`config.mk`:
```
export PLATFORM = sky130hd
export DESIGN_NAME = czs_ctrl
export DESIGN_NICKNAME = d
export VERILOG_FILES = /design/src/hdl/czs_pkg.sv /design/src/hdl/czs_ctrl.sv
export SDC_FILE = /design/constraint.sdc
export NUM_CORES = 1
export LEC_CHECK = 0
export BUFFER_PORTS_ARGS = -buffer_cell sky130_fd_sc_hd__buf_4
export CAP_MARGIN = 20
export CORE_MARGIN = 1.5
export CORE_UTILIZATION = 42
export DETAILED_ROUTE_END_ITERATION = 12
export PLACE_DENSITY = 0.72
export SYNTH_ARGS = -nofsm -noshare
export SYNTH_HDL_FRONTEND = slang
export SYNTH_SLANG_ARGS = --single-unit
```
`constraint.sdc`:
```
create_clock -name clk_i -period 1.3 [get_ports clk_i]
set_input_delay 0.195 -clock clk_i [delete_from_list [all_inputs] [get_ports clk_i]]
set_output_delay 0.195 -clock clk_i [all_outputs]
set_load 0.02 [all_outputs]
```
`src/hdl/czs_pkg.sv`:
```
package czs_pkg;

  localparam int SampleW = 16;
  localparam int WeightW = 16;
  localparam int DeltaW  = 32;
  localparam int SpreadW = 16;
  localparam int OutW    = 32;

  localparam logic [1:0] CfgWeighted = 2'd0;
  localparam logic [1:0] CfgDelta    = 2'd1;
  localparam logic [1:0] CfgSpread   = 2'd2;

  // Controller to datapath commands
  typedef struct packed {
    logic store;      // write sample/weight at row_cnt, add to sum
    logic clr;        // clear accumulators
    logic mean_start; // start mean division
    logic sq_start;   // start square pass
    logic sqrt_start; // unused; var divide and sqrt follow sq_done
    logic row_start;  // start result computation for row idx
    logic out_load;   // load output register
    logic next_row;   // advance row index
  } czs_cmd_t;

  typedef struct packed {
    logic mean_done;
    logic sq_done;
    logic sqrt_done;
    logic row_done;
    logic last_idx;
    logic full;
  } czs_sts_t;

endpackage

```
`src/hdl/czs_ctrl.sv`:
```
module czs_ctrl
  import czs_pkg::*;
(
  input  logic     clk_i,
  input  logic     rst_ni,
  input  logic     in_valid_i,
  input  logic     in_last_i,
  output logic     in_ready_o,
  output logic     out_valid_o,
  input  logic     out_ready_i,
  input  czs_sts_t sts_i,
  output czs_cmd_t cmd_o
);
  typedef enum logic [6:0] {
    StLoad = 7'b0000001,
    StMean = 7'b0000010,
    StSq   = 7'b0000100,
    StSqrt = 7'b0001000,
    StRow  = 7'b0010000,
    StOut  = 7'b0100000,
    StDone = 7'b1000000
  } state_e;

  state_e state_q, state_d;
  logic   vld_q, vld_d;
  logic   acc;

  assign in_ready_o  = (state_q == StLoad);
  assign acc         = in_ready_o && in_valid_i;
  assign out_valid_o = vld_q;

  always_comb begin
    state_d = state_q;
    vld_d   = vld_q && !out_ready_i;
    cmd_o   = '0;
    unique case (state_q)
      StLoad: if (acc) begin
        cmd_o.store = !sts_i.full;
        if (in_last_i) begin
          state_d = StMean;
          cmd_o.mean_start = 1'b1;
        end
      end
      StMean: if (sts_i.mean_done) begin
        state_d = StSq;
        cmd_o.sq_start = 1'b1;
      end
      StSq: if (sts_i.sq_done) begin
        state_d = StSqrt;
        cmd_o.sqrt_start = 1'b1;
      end
      StSqrt: if (sts_i.sqrt_done) begin
        state_d = StRow;
        cmd_o.row_start = 1'b1;
      end
      StRow: if (sts_i.row_done) state_d = StOut;
      StOut: if (!vld_q || out_ready_i) begin
        cmd_o.out_load = 1'b1;
        vld_d = 1'b1;
        if (sts_i.last_idx) begin
          state_d = StDone;
        end else begin
          cmd_o.next_row  = 1'b1;
          cmd_o.row_start = 1'b1;
          state_d = StRow;
        end
      end
      StDone: if (!vld_q || out_ready_i) begin
        cmd_o.clr = 1'b1;
        state_d = StLoad;
      end
      default: state_d = StLoad;
    endcase
  end

  always_ff @(posedge clk_i or negedge rst_ni) begin
    if (!rst_ni) begin
      state_q <= StLoad;
      vld_q   <= 1'b0;
    end else begin
      state_q <= state_d;
      vld_q   <= vld_d;
    end
  end
endmodule

```
# After elaboration in Yosys (flattened, before gate mapping)
# Index checks and enable logic that the tools add are counted.
dict set report totals {
  reg_bits 8
  latch_bits 0
  ramBits 0
  rom_bits 0
  input_bits 11
  out_inout_bits 10
  mem_count 0
}
dict set report classes {
  add_sub_neg 0
  n_mul 0
  div_mod_pow 0
  order_cmp 0
  n_eq_ne 15
  shift 0
  n_mux 28
  n_bitwise 0
  reduce_logical 7
}
# op n
set ops {}
lappend ops {{$mux 7} 9}
lappend ops {{$pmux 7 s7} 1}
lappend ops {{$mux 1} 15}
lappend ops {{$ne 2x2->1 const B} 7}
lappend ops {{$reduce_and 8->1} 1}
lappend ops {{$eq 7x1->1 const B} 1}
lappend ops {{$eq 7x2->1 const B} 1}
lappend ops {{$eq 7x3->1 const B} 1}
lappend ops {{$eq 7x4->1 const B} 1}
lappend ops {{$eq 7x5->1 const B} 1}
lappend ops {{$eq 7x6->1 const B} 1}
lappend ops {{$eq 7x7->1 const B} 1}
lappend ops {{$logic_not 1->1} 3}
lappend ops {{$mux 3} 1}
lappend ops {{$logic_and 1x1->1} 2}
lappend ops {{$mux 2} 1}
lappend ops {{$ne 2x1->1 const B} 1}
lappend ops {{$pmux 1 s2} 1}
lappend ops {{$logic_or 1x1->1} 1}

# Logic depth before layout (Yosys ltp)
# Gate-level depths: netlist of run 1.
dict set report logic_depth {
  depth_word 4
  ltp_mapped 5
}

# Least setup slack after synthesis of run 1
# OpenSTA, ideal clock, no wires.
dict set report synth_path {
  path_kind {register -> output}
  startpoint {reg state_q[2]}
  endpoint {out cmd_o[7] (netlist bit)}
  arrival_ns 1.533
  required_time_ns 1.105
  path_slack_ns -0.428
  stages_incl_launch_ff 6
  path_cell_list {dfrtp_1 buf_6 nor3_4 and2_2 nand2_1 nor3b_1}
}
# item line_no
set synth_lines {}
lappend synth_lines {{start, declared} czs_ctrl.sv:24} ;# state_e state_q, state_d;
lappend synth_lines {{start signal, assigned} czs_ctrl.sv:78} ;# state_q <= StLoad;
lappend synth_lines {{start signal, assigned} czs_ctrl.sv:81} ;# state_q <= state_d;
lappend synth_lines {{end, declared} czs_ctrl.sv:12} ;# output czs_cmd_t cmd_o

==> results.json, run 1 <==
{
  "criticalPathCategory": "reg -> out",
  "nets": 125,
  "setup_tns_ps": -4830,
  "gr-total-overflow": 0,
  "routed_wl_um": 2170,
  "place_congestion": 0.821,
  "finalNonFillerCells": 128,
  "portBuffers": 20,
  "syn_inst": 65,
  "finClkSkew_ps": 0.940,
  "coreArea_um2": 1300,
  "holdPathStages": 2,
  "ant_nets": 0,
  "rsz0062_at_grt": "true",
  "htreeDepth": 1,
  "grt_pass1_wl_um": 3010,
  "vias": 682,
  "post-route-min-period_ps": 1800,
  "dieArea_um2": 1620,
  "hpwl_um": 1280,
  "cts_inserted_buffers": 3,
  "hp-class": "in -> reg",
  "ys_ff_latch": 8,
  "die_h_um": 40.3,
  "endpoint_kind": "primary output",
  "routed_via_density": 5.33,
  "synth_xor_area_share_pct": 3.00,
  "synth_area_per_cell_um2": 8.99,
  "drv_cap": 0,
  "mostFrequentLayoutCells": "34 x buf_4, 10 x buf_6, 6 x nand2_1",
  "areaGrowthSynthToFinish_pct": 90.8,
  "antenna_cells": 0,
  "synth.distinct_cells": 30,
  "post_synth_main_area_contributors": "dfrtp_1 30%, nand3b_1 5.1%, dfstp_2 4.5%",
  "synth_compound_area_share_pct": 15.2,
  "fillers": 63,
  "synthMuxAreaShare_pct": 0,
  "timing.rr.end": "state_q[5]",
  "timing.final.crit_share_pct": 139,
  "r2r_cells": 6,
  "remaining_drc_errors": 0,
  "grt_pass1_vias": 664,
  "setup_viol": 15,
  "grt_max_degree": 9,
  "drtPass1Iterations": 2,
  "finalWorstSetupSlack_ps": -505,
  "violations": "setup timing",
  "slew_viol_final": 0,
  "worstSkewPairLatency_ps": 270,
  "synth-main-ff-cell": "dfrtp_1",
  "drt_iter0_markers": 6,
  "syn-cell-area_um2": 584,
  "synth_adder_area_share_pct": 0,
  "wl_per_cell_um": 17.0,
  "cts_tree": "yes",
  "cts-root-buf": "clkbuf_4",
  "ys_seq_area_share_pct": 34.5,
  "synth-simple-area-share_pct": 43.5,
  "antenna_found_initial": 0,
  "r2r_start": "state_q[6]",
  "area.sequential_um2": 205,
  "arrival_ps": 1610,
  "final_common_cell": "buf_4",
  "synth_top_family_by_area": "simple AND/OR/NAND/NOR gates",
  "async_flop_share_pct": 100,
  "outcome": "finished, violations left",
  "rows": 13,
  "relSlewSlack_pct": 78.2,
  "finalCoreUtilization_pct": 85.7,
  "clk_path_buf_depth": 2,
  "power_density_nw_per_um2": 1460,
  "worstPathRequired_ps": 1110,
  "synth_edf_count": 0,
  "start_util_pct": 44.9,
  "syn-num-nets": 76,
  "max-vdd-ir-drop_uv": 1170,
  "leakage_nw": 0.553,
  "yosysTopAreaCell": "dfrtp_1",
  "yosysWarnings": 0,
  "fmax_mhz": 554,
  "post-place-cells": 115,
  "ff2ff_setup_slack_ps": -220,
  "ioPinCount": 21,
  "tightestPinTransition_ps": 326,
  "die_w_um": 40.3,
  "hold_violations": 0,
  "path_max_fanout": 4,
  "whs_endpoint": "state_q[2]",
  "worstHoldStart": "sts_i[4]",
  "cts_sinks": 8,
  "worstSetupStartpointType": "flop",
  "layout-drive-gt1-share_pct": 64.6,
  "track_usage_pct": 29.9,
  "path_clk_slew_ps": 60,
  "multiInputGateArea_um2": 475,
  "synth.top_cell.area_share_pct": 30.0
}
where the power goes:
group	internal, mW	switching (mW)
Clock	0.119	0.104
Sequential	0.297	0.0740
Combinational	0.573	0.465
kinds of logic (layout without fill, tap and decap cells):
| family | Yosys count | count (layout) |
|---|---|---|
| AND/OR/NAND/NOR | 38 | 38 |
| AO/OA/AOI/OAI | 13 | 13 |
| XOR/XNOR | 2 | 2 |
| flip-flops | 8 | 8 |
| buffers and inverters | 4 | 52 |
worst max-delay path: stages, from the launching register on:
cell and delay, ps:
dfrtp_1 410, nor3_4 300, nand4b_4 170, o32ai_4 300, buf_6 160
area by class of cell:
class | count | share of cell area, %
flip-flops and latches | 8 | 18.4
clock buffers | 4 | 2.36
well taps | 15 | 1.68
multi-input cells | 53 | 42.6
repair buffers | 45 | 33.9
inverters | 3 | 1.01
through the flow:
step / area (µm²) / setup WS (ps) / hold WS [ps] / total power [mW]
4_1_cts: 1080 / -488 / 135 / 1.54
2_1_floorplan: 622 / -184 / -101 / 0.729
3_5_place_dp: 900 / -282 / 24.2 / 1.05
5_1_grt: 1110 / -590 / 134 / 1.71
3_3_place_gp: 900 / -221 / 20.5 / 1.04
6_report: 1110 / -505 / 137 / 1.63
cells in the mapped netlist (all sizes together), types with 2 or more instances:
master	count
nor2	7
a21oi	3
nand2	7
o22ai	3
nor2b	3
xor2	2
nand4b	2
o211ai	2
nand3b	4
nor3b	3
inv	3
nor3	3
dfrtp	7
o21ai	2
state kept, by name, indices dropped and copies added, names as in the netlist:
signal	cells
out_valid_o	1
state_q	7
routing by layer:
metal / track usage [%] / wire length (µm) / vias up
met2: 46.8 / 1010 / 12
met1: 40.7 / 1050 / 333
met4: 7.50 / 16 / 0
met5: 0 / 0 / -
met3: 8.33 / 94 / 3
li1: - / - / 334
worst max path at each step:
stage	from	to
final	state_q[6]	cmd_o[2]
after global routing	state_q[6]	cmd_o[2]
after CTS	state_q[2]	cmd_o[2]
after detailed placement	state_q[3]	cmd_o[2]
after global placement	state_q[1]	cmd_o[6]
after floorplan	state_q[6]	state_q[4]
repair_timing:
action	in CTS	in global routing
pin swaps	10	5
buffers inserted	8	3
endpoints found under the hold margin	8	0
endpoints found under the setup margin	15	16
resized for setup	26	8
hold buffers	1	0
(Power assumes the default switching activity.)
==> run 2: changes to the inputs <==
--- a/config.mk
+++ b/config.mk
@@ -8,9 +8,10 @@
 export BUFFER_PORTS_ARGS = -buffer_cell sky130_fd_sc_hd__buf_4
 export CAP_MARGIN = 20
 export CORE_MARGIN = 1.5
-export CORE_UTILIZATION = 42
+export CORE_UTILIZATION = 45
+export CTS_BUF_LIST = sky130_fd_sc_hd__clkbuf_4
 export DETAILED_ROUTE_END_ITERATION = 12
-export PLACE_DENSITY = 0.72
+export PLACE_DENSITY = 0.76
 export SYNTH_ARGS = -nofsm -noshare
 export SYNTH_HDL_FRONTEND = slang
 export SYNTH_SLANG_ARGS = --single-unit
==> run 2 against run 1 <==
Clock skew rose by 16 ps. The flow still finishes with violations (setup timing). Via count rose by 24%. Fmax fell by 4.5%. Largest power group unchanged. Sequential share of layout area fell by 0.32 points. Cell area fell by 0.11%. Sequential power fell by 7.8%.
==> results.json, run 2 (synthesis results as in run 1) <==
{
  "outcome": "finished, violations left",
  "violations": "setup timing",
  "cp_top_family": "simple AND/OR/NAND/NOR gates",
  "rows": 12,
  "cp_slowest_cell": "dfrtp_1",
  "max-vdd-ir-drop_uv": 1040,
  "die_h_um": 39.0,
  "endpoint_kind": "primary output",
  "worstSetupStartpointType": "flop",
  "htreeDepth": 1,
  "track_usage_pct": 34.9,
  "start_util_pct": 50.5,
  "antenna_cells": 0,
  "layout-drive-gt1-share_pct": 61.9,
  "hold_violations": 0,
  "routed_via_density": 6.69,
  "max_flop_register": "state_q",
  "clk_path_buf_depth": 2,
  "hpwl_um": 1350,
  "worstPathRequired_ps": 1110,
  "antenna_found_initial": 0,
  "ant_nets": 0,
  "path_max_fanout": 3,
  "grt_pass1_vias": 753,
  "crit_path_cell_trace": "nor4_2, nor2b_4, nand3b_1, nor2_2, buf_6",
  "worstSkewPairLatency_ps": 270,
  "drtPass1Iterations": 4,
  "areaGrowthSynthToFinish_pct": 90.6,
  "dp_worst_setup_slack_ps": -318,
  "nets": 125,
  "timing.hold.ws_ps": 171,
  "arrival_ps": 1690,
  "timing.rr.end": "state_q[0]",
  "gr-total-overflow": 0,
  "cts_tree": "yes",
  "path_buf_inv": 1,
  "power_density_nw_per_um2": 1500,
  "whs_endpoint": "state_q[2]",
  "path_clk_slew_ps": 80,
  "cts_sinks": 8,
  "startpoint": "state_q[1]",
  "drt_iter0_markers": 63,
  "placed_area_um2": 898,
  "vias": 849,
  "p_total_mw": 1.67,
  "post-route-min-period_ps": 1890,
  "coreArea_um2": 1160,
  "setup_viol": 15,
  "dieArea_um2": 1520,
  "multiInputGateArea_um2": 464,
  "stdcell_area_um2": 1110,
  "area.sequential_um2": 201,
  "cp_slowest_stage_delay_ps": 430,
  "remaining_drc_errors": 0,
  "wl_per_cell_um": 23.4,
  "worstHoldStart": "sts_i[4]",
  "cts_inserted_buffers": 3,
  "cts-root-buf": "clkbuf_4",
  "leakage_nw": 0.530,
  "hp-class": "in -> reg",
  "drv_cap": 0,
  "tightestPinTransition_ps": 414,
  "finClkSkew_ps": 16.6,
  "finalWorstSetupSlack_ps": -590,
  "mostFrequentLayoutCells": "31 x buf_4, 13 x buf_6, 7 x dfrtp_1",
  "r2r_start": "state_q[6]",
  "die_w_um": 39.0,
  "rsz0062_at_grt": "true",
  "routed_wl_um": 2970,
  "ff2ff_setup_slack_ps": -300,
  "grt_pass1_wl_um": 3460,
  "r2r_cells": 7,
  "largest_reg_flops": 7,
  "setup_tns_ps": -5710,
  "fillers": 27,
  "slew_viol_final": 0,
  "portBuffers": 20,
  "ioPinCount": 21,
  "relSlewSlack_pct": 72.4,
  "criticalPathCategory": "reg -> out",
  "holdPathStages": 2,
  "grt_max_degree": 9,
  "final_common_cell": "buf_4",
  "place_congestion": 0.841,
  "timing.final.crit_share_pct": 145,
  "fmax_mhz": 529
}
==> run 2: cell counts in the layout (fill, tap and decap cells not counted) <==
Identical to the previous run, type by type.
==> run 2: final cells by class <==
cell class | count | share of cell area, %
Multi-Input combinational cell | 53 | 41.7
Timing Repair Buffer | 45 | 34.9
Sequential cell | 8 | 18.1
Clock buffer | 4 | 2.70
Tap cell | 14 | 1.57
Inverter | 3 | 1.01
==> run 2: metrics by stage <==
step                      std cells  utilization (%)
after floorplan                  65                -
after global placement          114             77.7
after detailed placement        114             77.7
after CTS                       124             91.3
after global routing            127             96.3
final                           127             96.3
==> run 2: layer usage <==
metal  part of all wire, %  vias up  track usage (%)  wire length, µm
li1                      -      336                -                -
met1                    35      394             40.9             1040
met2                    48       86             65.0             1430
met3                    10       33             7.51              305
met4                   6.6        0             5.17              197
met5                     0        -                0                0
==> run 2: worst max-delay path by stage <==
stage / slack [ps] / endpoint / cells after the start
after floorplan: -180 / state_q[4] / 4
final: -590 / cmd_o[6] / 5
after detailed placement: -320 / cmd_o[6] / 5
after global routing: -650 / cmd_o[6] / 5
after CTS: -500 / cmd_o[2] / 4
after global placement: -250 / cmd_o[2] / 4
==> run 2: worst reg2reg max path, delay by kind of cell (launching register included) <==
family / cells / cell delay (ps)
AO/OA/AOI/OAI: 2 / 190
AND/OR/NAND/NOR: 2 / 480
buffers and inverters: 3 / 420
flip-flops: 1 / 420
==> run 2: where the power goes <==
group / internal (mW) / switching [mW] / total [mW]
Clock: 0.139 / 0.114 / 0.253
Sequential: 0.294 / 0.0483 / 0.342
Combinational: 0.543 / 0.528 / 1.07
Total: 0.976 / 0.690 / 1.67
==> run 2: timing repair <==
action	CTS	global route
hold buffers	1	0
endpoints found under the setup margin	14	14
endpoints found under the hold margin	8	0
buffers inserted	8	4
pin swaps	10	7
gates resized for setup	21	8
==> run 3: changes to the inputs <==
--- a/config.mk
+++ b/config.mk
@@ -5,12 +5,14 @@
 export SDC_FILE = /design/constraint.sdc
 export NUM_CORES = 1
 export LEC_CHECK = 0
+export ABC_AREA = 1
 export BUFFER_PORTS_ARGS = -buffer_cell sky130_fd_sc_hd__buf_4
 export CAP_MARGIN = 20
 export CORE_MARGIN = 1.5
 export CORE_UTILIZATION = 45
 export CTS_BUF_LIST = sky130_fd_sc_hd__clkbuf_4
 export DETAILED_ROUTE_END_ITERATION = 12
+export GPL_ROUTABILITY_DRIVEN = 0
 export PLACE_DENSITY = 0.76
 export SYNTH_ARGS = -nofsm -noshare
 export SYNTH_HDL_FRONTEND = slang
==> run 3 against run 2 <==
Critical path depth rose by 2. Count of clock-buffer cells in the layout is the same. Cell area is 8.8% lower. The flow still finishes with violations (setup timing). Hold slack worse by 69 ps. Sequential power is 6% lower.
==> results.json, run 3 <==
{
  "antenna_cells": 0,
  "worstSetupStartpointType": "flop",
  "synth_area_per_cell_um2": 6.36,
  "r2r_start": "state_q[0]",
  "synth_top_family_by_area": "simple AND/OR/NAND/NOR gates",
  "drtPass1Iterations": 4,
  "path_max_fanout": 3,
  "coreArea_um2": 1170,
  "start_util_pct": 50.5,
  "hp-class": "in -> reg",
  "ff2ff_setup_slack_ps": -240,
  "ioPinCount": 21,
  "cts_inserted_buffers": 3,
  "fmax_mhz": 621,
  "wl_per_cell_um": 11.6,
  "synth_xor_area_share_pct": 0,
  "yosysTopAreaCell": "dfrtp_1",
  "p_int_mw": 0.755,
  "startpoint": "state_q[0]",
  "max_flop_register": "state_q",
  "criticalPathCategory": "reg -> out",
  "slew_viol_final": 0,
  "synth_compound_area_share_pct": 4.44,
  "cts_sinks": 8,
  "synth.distinct_cells": 15,
  "areaGrowthSynthToFinish_pct": 71.7,
  "drv_cap": 0,
  "timing.hold.ws_ps": 103,
  "r2r_cells": 10,
  "track_usage_pct": 25.0,
  "drt_iter0_markers": 7,
  "grt_max_degree": 9,
  "p_total_mw": 1.31,
  "antenna_found_initial": 0,
  "syn-cell-area_um2": 592,
  "synth_adder_area_share_pct": 0,
  "path_clk_slew_ps": 70,
  "post_synth_main_area_contributors": "dfrtp_1 30%, nand2_1 16%, nor2_1 11%",
  "grt_pass1_vias": 642,
  "worstHoldStart": "out_ready_i",
  "power_density_nw_per_um2": 1290,
  "synth.most_common_cell": "nand2_1",
  "max-vdd-ir-drop_uv": 936,
  "setup_viol": 13,
  "dieArea_um2": 1540,
  "final_common_cell": "buf_4",
  "hpwl_um": 1100,
  "synthMuxAreaShare_pct": 0,
  "stdcell_area_um2": 1020,
  "finalCoreUtilization_pct": 86.8,
  "holdPathStages": 2,
  "largest_reg_flops": 7,
  "cts-root-buf": "clkbuf_4",
  "synth.top_cell.area_share_pct": 29.6,
  "leakage_nw": 0.557,
  "synth_edf_count": 0,
  "p_sw_mw": 0.555,
  "yosysWarnings": 0,
  "htreeDepth": 1,
  "synth-main-ff-cell": "dfrtp_1",
  "ys_seq_area_share_pct": 34.0,
  "die_w_um": 39.3,
  "nets": 144,
  "finClkSkew_ps": 11.3,
  "clk_path_buf_depth": 2,
  "layout-drive-gt1-share_pct": 60.6,
  "timing.final.crit_share_pct": 124,
  "placed_area_um2": 828,
  "synth-simple-area-share_pct": 52.0,
  "comb_power_share_pct": 56.5,
  "ant_nets": 0,
  "routed_wl_um": 1690,
  "post-route-min-period_ps": 1610,
  "syn_inst": 93,
  "async_flop_share_pct": 100,
  "relSlewSlack_pct": 72.9,
  "grt_pass1_wl_um": 2540,
  "tightestPinTransition_ps": 406,
  "routed_via_density": 4.75,
  "timing.rr.end": "state_q[0]",
  "endpoint_kind": "primary output",
  "arrival_ps": 1410,
  "worstPathRequired_ps": 1110,
  "mostFrequentLayoutCells": "31 x buf_4, 19 x nand2_1, 11 x nor2_2",
  "gr-total-overflow": 0,
  "ys_ff_latch": 8,
  "portBuffers": 20,
  "worstSkewPairLatency_ps": 280,
  "outcome": "finished, violations left",
  "hold_violations": 0,
  "syn-num-nets": 104,
  "rows": 12,
  "p_sw_share_pct": 42.3,
  "whs_endpoint": "out_valid_o",
  "ys_top_cells_by_count": "25 x nand2_1, 17 x nor2_1, 13 x inv_1, 8 x nor2_2",
  "seq_power_share_pct": 24.6,
  "vias": 693,
  "power_frac_clock_pct": 18.9,
  "die_h_um": 39.3,
  "remaining_drc_errors": 0,
  "finalWorstSetupSlack_ps": -310,
  "cts_tree": "yes",
  "rsz0062_at_grt": "true",
  "violations": "setup timing"
}
[run 3: cell count changes after synthesis, sizes merged, moves of 2 or more]
cell    before  now
nand3        0    8
xor2         2    0
inv          3   15
nor2         7   27
o21ai        2    4
nor3         3    0
nand2        7   28
nor3b        3    0
a21oi        3    0
o22ai        3    1
nand3b       4    1
nor2b        3    0
o211ai       2    0
nand4b       2    0
[run 3: power by group through the flow]
| stage | Sequential, mW | Clock [mW] | Combinational [mW] |
|---|---|---|---|
| after global placement | 0.324 | 0 | 0.566 |
| final | 0.323 | 0.247 | 0.740 |
| after CTS | 0.322 | 0.228 | 0.693 |
| after detailed placement | 0.325 | 0 | 0.576 |
| after floorplan | 0.322 | 0 | 0.373 |
| after global routing | 0.327 | 0.261 | 0.800 |
[run 3: layout make-up]
type,count,area [µm²]
fill,69,155
multi-input combinational,70,434
inverter,15,56.3
timing repair buffer,35,277
clock buffer,4,30.0
tap,14,17.5
sequential,8,201
[run 3: layer usage]
layer / part of all wire (%) / GRT usage, % / routed length [µm]
met5: 0 / 0 / 0
met4: 2.2 / 12.1 / 38
met3: 4.4 / 5.68 / 74
met2: 47 / 41.3 / 803
met1: 46 / 30.2 / 774
[run 3: worst max path at each step]
stage	endpoint	slack [ps]	depth (start not counted)
3_5_place_dp	cmd_o[5]	-120	7
2_1_floorplan	cmd_o[7]	-60	6
3_3_place_gp	cmd_o[7]	-100	7
6_report	cmd_o[7]	-310	7
5_1_grt	cmd_o[7]	-390	7
4_1_cts	cmd_o[7]	-330	7
[run 3: logic make-up after synthesis]
logic type             Yosys count
AOI/OAI and AO/OA                5
buffers and inverters           15
DFF                              8
and+or+nand+nor                 65
[run 3: timing repair]
action | 4_1_cts | 5_1_grt
endpoints found under the hold margin | 8 | 0
setup buffers | 7 | 2
pin swaps | 9 | 8
endpoints found under the setup margin | 13 | 15
resized for setup | 9 | 19
hold buffers | 1 | 0
[run 3: stage by stage]
step / setup WS, ps / TNS [ps] / instances
after global placement: -99.7 / -430 / 133
final: -310 / -3310 / 146
after CTS: -328 / -3010 / 144
after global routing: -391 / -4360 / 146
after detailed placement: -123 / -562 / 133
after floorplan: -61.2 / -328 / 93
[run 3: critical path, stage by stage, from the launching register on]
cell	delay, ps
dfstp_2	540
inv_2	40
nor2_2	90
nand2_2	70
nor2_4	130
nand2_2	80
nor2_4	80
buf_6	120
